## src/hdl/sbpf_pkg.sv

```systemverilog
// Shared types and constants for the spectrum bar peak/fall meter.
`timescale 1ns / 1ps

package sbpf_pkg;

  localparam int COL_W     = 6;
  localparam int BIN_W     = 7;
  localparam int MAG_W     = 16;
  localparam int CFG_W     = 16;
  localparam int CFG_IDX_W = 2;

  // register indexes
  localparam logic [CFG_IDX_W-1:0] CFG_FALL_SPEED_INIT = 2'd0;
  localparam logic [CFG_IDX_W-1:0] CFG_FALL_ACCEL      = 2'd1;

  localparam logic [CFG_W-1:0] FALL_SPEED_INIT_RST = 16'd256;
  localparam logic [CFG_W-1:0] FALL_ACCEL_RST      = 16'd34406;

  // (mag << 8) / 6 == floor(mag * TGT_MUL / 2^18) for every 16-bit mag
  localparam logic [23:0] TGT_MUL   = 24'd11184811;
  localparam int          TGT_SHIFT = 18;

  // (a >> 2) / 15 == floor((a >> 2) * DIV15_MUL / 2^33) for a <= 2^31
  localparam logic [29:0] DIV15_MUL   = 30'd572662307;
  localparam int          DIV15_SHIFT = 33;

  // Q1.15 rounding bias toward zero for negative products
  localparam logic [48:0] ACC_BIAS = 49'd32767;

  typedef struct packed {
    logic             vld;
    logic [COL_W-1:0] col;
    logic [MAG_W-1:0] mag;
  } sbpf_item_t;

  typedef struct packed {
    logic               vld;
    logic [COL_W-1:0]   col;
    logic signed [31:0] height;
    logic signed [31:0] velocity;
  } sbpf_res_t;

  typedef struct packed {
    logic [7:0] red;
    logic [7:0] green;
    logic [7:0] blue;
  } sbpf_rgb_t;

endpackage

```

## src/hdl/sbpf_fall_calc.sv

```systemverilog
// Two-stage bar update: products in the first stage, compare/saturate in the second.
`timescale 1ns / 1ps

module sbpf_fall_calc (
  input  logic                         clk_i,
  input  logic                         rst_ni,
  input  logic                         en_i,
  input  sbpf_pkg::sbpf_item_t         item_i,
  input  logic signed [31:0]           height_i,
  input  logic signed [31:0]           velocity_i,
  input  logic [sbpf_pkg::CFG_W-1:0]   fall_speed_init_i,
  input  logic [sbpf_pkg::CFG_W-1:0]   fall_accel_i,
  output sbpf_pkg::sbpf_res_t          res_o
);

  // first stage
  logic [31:0]        vel_abs;
  logic [59:0]        step_prod_d;
  logic [39:0]        tgt_prod_d;
  logic signed [48:0] acc_prod_d;

  always_comb begin
    vel_abs     = velocity_i[31] ? (~velocity_i + 32'd1) : velocity_i;
    step_prod_d = {30'b0, vel_abs[31:2]} * {30'b0, sbpf_pkg::DIV15_MUL};
    tgt_prod_d  = {24'b0, item_i.mag} * {16'b0, sbpf_pkg::TGT_MUL};
    acc_prod_d  = $signed({{17{velocity_i[31]}}, velocity_i})
                * $signed({33'b0, fall_accel_i});
  end

  logic                         s2_vld_q;
  logic [sbpf_pkg::COL_W-1:0]   s2_col_q;
  logic signed [31:0]           s2_height_q;
  logic                         s2_vneg_q;
  logic [59:0]                  s2_step_prod_q;
  logic [39:0]                  s2_tgt_prod_q;
  logic signed [48:0]           s2_acc_prod_q;

  always_ff @(posedge clk_i or negedge rst_ni) begin
    if (!rst_ni) begin
      s2_vld_q <= 1'b0;
    end else if (en_i) begin
      s2_vld_q <= item_i.vld;
    end
  end

  always_ff @(posedge clk_i) begin
    if (en_i) begin
      s2_col_q       <= item_i.col;
      s2_height_q    <= height_i;
      s2_vneg_q      <= velocity_i[31];
      s2_step_prod_q <= step_prod_d;
      s2_tgt_prod_q  <= tgt_prod_d;
      s2_acc_prod_q  <= acc_prod_d;
    end
  end

  // second stage
  logic signed [31:0] target;
  logic [26:0]        step_mag;
  logic signed [32:0] step_s;
  logic signed [32:0] height_sum;
  logic signed [31:0] height_fall;
  logic signed [48:0] acc_biased;
  logic signed [33:0] vel_scaled;
  logic signed [31:0] vel_fall;
  logic signed [31:0] vel_init;
  logic               jump;

  always_comb begin
    target     = $signed({10'b0, s2_tgt_prod_q[39:sbpf_pkg::TGT_SHIFT]});
    step_mag   = s2_step_prod_q[59:sbpf_pkg::DIV15_SHIFT];
    step_s     = s2_vneg_q ? -$signed({6'b0, step_mag}) : $signed({6'b0, step_mag});
    height_sum = $signed({s2_height_q[31], s2_height_q}) + step_s;
    if (height_sum[32] != height_sum[31]) begin
      height_fall = height_sum[32] ? 32'sh8000_0000 : 32'sh7fff_ffff;
    end else begin
      height_fall = height_sum[31:0];
    end

    // truncate toward zero: bias negative products before the shift
    acc_biased = s2_acc_prod_q + (s2_vneg_q ? $signed(sbpf_pkg::ACC_BIAS) : 49'sd0);
    vel_scaled = acc_biased[48:15];
    if ((vel_scaled[33:31] != 3'b000) && (vel_scaled[33:31] != 3'b111)) begin
      vel_fall = vel_scaled[33] ? 32'sh8000_0000 : 32'sh7fff_ffff;
    end else begin
      vel_fall = vel_scaled[31:0];
    end

    vel_init = -$signed({8'b0, fall_speed_init_i, 8'b0});
    jump     = s2_height_q < target;

    res_o.vld      = s2_vld_q;
    res_o.col      = s2_col_q;
    res_o.height   = jump ? target   : height_fall;
    res_o.velocity = jump ? vel_init : vel_fall;
  end

endmodule

```

## config.mk

```make
export PLATFORM = sky130hd
export DESIGN_NAME = sbpf_fall_calc
export DESIGN_NICKNAME = d
export VERILOG_FILES = /design/src/hdl/sbpf_pkg.sv /design/src/hdl/sbpf_fall_calc.sv
export SDC_FILE = /design/constraint.sdc
export NUM_CORES = 2
export LEC_CHECK = 0
export BUFFER_PORTS_ARGS = -buffer_cell sky130_fd_sc_hd__buf_4
export CAP_MARGIN = 40
export CORE_UTILIZATION = 42
export DETAILED_ROUTE_END_ITERATION = 12
export MAX_ROUTING_LAYER = met4
export SETUP_SLACK_MARGIN = 0.02
export SKIP_LAST_GASP = 1
export SLEW_MARGIN = 30
export SYNTH_ARGS = -nofsm -noshare
export SYNTH_HDL_FRONTEND = slang
export SYNTH_SLANG_ARGS = --single-unit
export TNS_END_PERCENT = 20
```

## constraint.sdc

```tcl
create_clock -name clk_i -period 9.8 [get_ports clk_i]
set_input_delay 0.49 -clock clk_i [delete_from_list [all_inputs] [get_ports clk_i]]
set_output_delay 0.49 -clock clk_i [all_outputs]
set_load 0.01 [all_outputs]
```

==> impl_metrics.toml <==
[clocking]
h-tree-depth = 4
clk_pin_slew_ns = 0.07
cts_tree = "built"
cts_buffers = 17
cts_buffer_depth = 2
clk_latency_ns = 0.49
clkSinkCount = 138
root_buffer = "clkbuf_16"

[synthesis]
synthDominantCellAreaShare_pct = 35.2
yosysWarnings = 0
synth.most_common_cell = "inv_1"
async_flop_share_pct = 0.725
ys_seq_area_share_pct = 10.1
syn_inst = 4365
post_synth.cell_area_avg_um2 = 9.36
ys.flop_type = "edfxtp_1"
synth_cell_type_count = 71
synth_seq_cells = 138
synth_top_area_cell = "fa_1"
synth_common_cells = "inv_1, fa_1, ha_1"
synth.cell_area_mm2 = 0.0409
synthesis.nets = 5797
synth-edff-count = 137
synthTopCellsByArea = "fa_1, ha_1, edfxtp_1, inv_1, nand2_1"

[final_layout]
drive_above_1_share_pct = 8.16
final_cell_area_mm2 = 0.0446
syn_to_final_growth_pct = 9.07
final_nets = 5942

[sta]
finalHoldViolCount = 0
grt_setup_unrepaired = "no"
fin_crit_sh_pct = 96.5
period_minus_slack_ns = 9.46
max_clock_freq_mhz = 106
setup_violations = 0
max_slew_margin_pct = 41.0
report.final.slew_viol_count = 0
finClkSkew_ns = 0
tightest_slew_ns = 0.875

[die]
row_count = 114
core_mm2 = 0.0966
die-height_um = 314
io_pins = 193
die_area_mm2 = 0.0986
die_w_um = 314
start_util_pct = 42.3

[run]
cap_violations = 0

[grt]
overflow = 0
antenna_found_initial = 2
grt_usage_pct = 22.8
grt_max_degree = 78
grt_pass1_vias = 31300
grt_pass1_wl_mm = 169

[drt]
vias_per_cell = 5.16
remaining_drc_errors = 0
ant_nets = 0
drtPass1Iterations = 5
routed_wl_mm = 106
detail_route.iter0.violations = 1413
wl_per_cell_um = 18.3
vias = 29900

[worst_setup_path]
crit_fanout = 7
crit_top_cell = "buf_4"
arrival_ns = 9.70
end_kind = "flip-flop"
path_class = "in -> reg"
crit_path_start_kind = "input pin"
slowest_delay_ns = 0.55
reg2reg_slack_ns = 9.06
required_ns = 10.04
cpMaxStageDelayCell = "or4b_1"

[placed_design]
globalplace.congestion = 0.908
portBuffers = 192
placed_area_mm2 = 0.0439
hpwl_mm = 87.6

[worst_hold_path]
hold_path_class = "in -> reg"

[status]
status = "complete, no violations"
[registers in the layout, indices dropped and copies added (netlist names)]
| signal | count |
|---|---|
| s2_acc_prod_q | 49 |
| s2_height_q | 32 |
| s2_step_prod_q | 27 |
| s2_tgt_prod_q | 22 |
| s2_col_q | 6 |
| s2_vld_q | 1 |
| s2_vneg_q | 1 |
[stage by stage]
stage               util [%]  hold slack [ns]  setup WS [ns]  instances  setup TNS [ns]
floorplan                  -            0.194          0.132       4365               0
global placement        45.5            0.266         -0.291       5758           -3.30
detailed placement      45.5            0.266         -0.409       5762           -5.01
CTS                     46.1            0.135          0.122       5795               0
global route            46.2            0.149       0.000606       5801               0
finish                  46.2            0.167          0.341       5801               0
[worst paths after layout]
kind,from,endpoint,depth (start not counted)
max,velocity_i[3],s2_step_prod_q[52],34
min,height_i[18],s2_height_q[18],1
max reg2reg,s2_vld_q,s2_vld_q,1
min reg2reg,s2_vld_q,s2_vld_q,1
max in group asynchronous,rst_ni,s2_vld_q,2
min in group asynchronous,rst_ni,s2_vld_q,2
[what timing repair did]
item | 4_1_cts | 5_1_grt
buffers inserted | 0 | 0
gates resized for setup | 0 | 11
setup endpoints to repair | 0 | 18
hold buffers | 1 | 0
endpoints found under the hold margin | 1 | 0
[layer usage]
metal / GRT usage, % / vias to the layer above / routed length (µm)
met2: 37.2 / 686 / 51300
met4: 7.34 / 0 / 3210
met5: - / - / 0
met1: 29.1 / 15000 / 46800
li1: - / 14100 / -
met3: 3.40 / 143 / 5080
[layout by cell type, fill, tap and decap left out, types with 25 or more instances in the layout]
| cell | netlist | layout |
|---|---|---|
| nor2_1 | 106 | 105 |
| nand2_1 | 422 | 422 |
| and3_1 | 27 | 27 |
| ha_1 | 592 | 592 |
| nor3_1 | 37 | 36 |
| inv_1 | 955 | 955 |
| xor2_1 | 79 | 79 |
| a21oi_1 | 185 | 184 |
| xnor2_1 | 152 | 148 |
| fa_1 | 718 | 718 |
| nand3_1 | 45 | 45 |
| and2_1 | 211 | 211 |
| a21o_1 | 90 | 90 |
| buf_4 | 1 | 271 |
| nand2b_1 | 25 | 25 |
| edfxtp_1 | 137 | 137 |
| nand4_1 | 34 | 34 |
| o21ai_0 | 110 | 110 |
[layout make-up]
cell class,instances,area (µm²)
Inverter,955,3580
Multi-Input combinational cell,3120,32600
Sequential cell,138,4140
Fill cell,9298,52000
Clock buffer,19,433
Clock inverter,13,105
Timing Repair Buffer,278,2090
Antenna cell,2,5.00
Tap cell,1276,1600
[kinds of logic (layout without fill, tap and decap cells)]
| kind of cell | after synthesis | in the layout | share of synthesized area [%] |
|---|---|---|---|
| fa+ha+maj | 1324 | 1324 | 53.6 |
| buf+inv | 1107 | 1265 | 10.2 |
| simple gates | 984 | 984 | 11.7 |
| compound gates | 553 | 553 | 8.64 |
| xor+xnor | 231 | 231 | 4.95 |
| flops | 138 | 138 | 10.1 |
| mux | 28 | 28 | 0.756 |
| other cells | 0 | 2 | 0 |
[worst max-delay path, delay by kind of cell]
kind	cells	cell delay, ns
and+or+nand+nor	12	3.88
AOI/OAI and AO/OA	6	1.27
buffers and inverters	7	0.89
xor gates and xnor gates	2	0.29
adders and majority gates	7	2.86
Power is left out: the tool's default activity adds up to more than one toggle a clock period on the data nets, which glitch-free logic cannot reach.
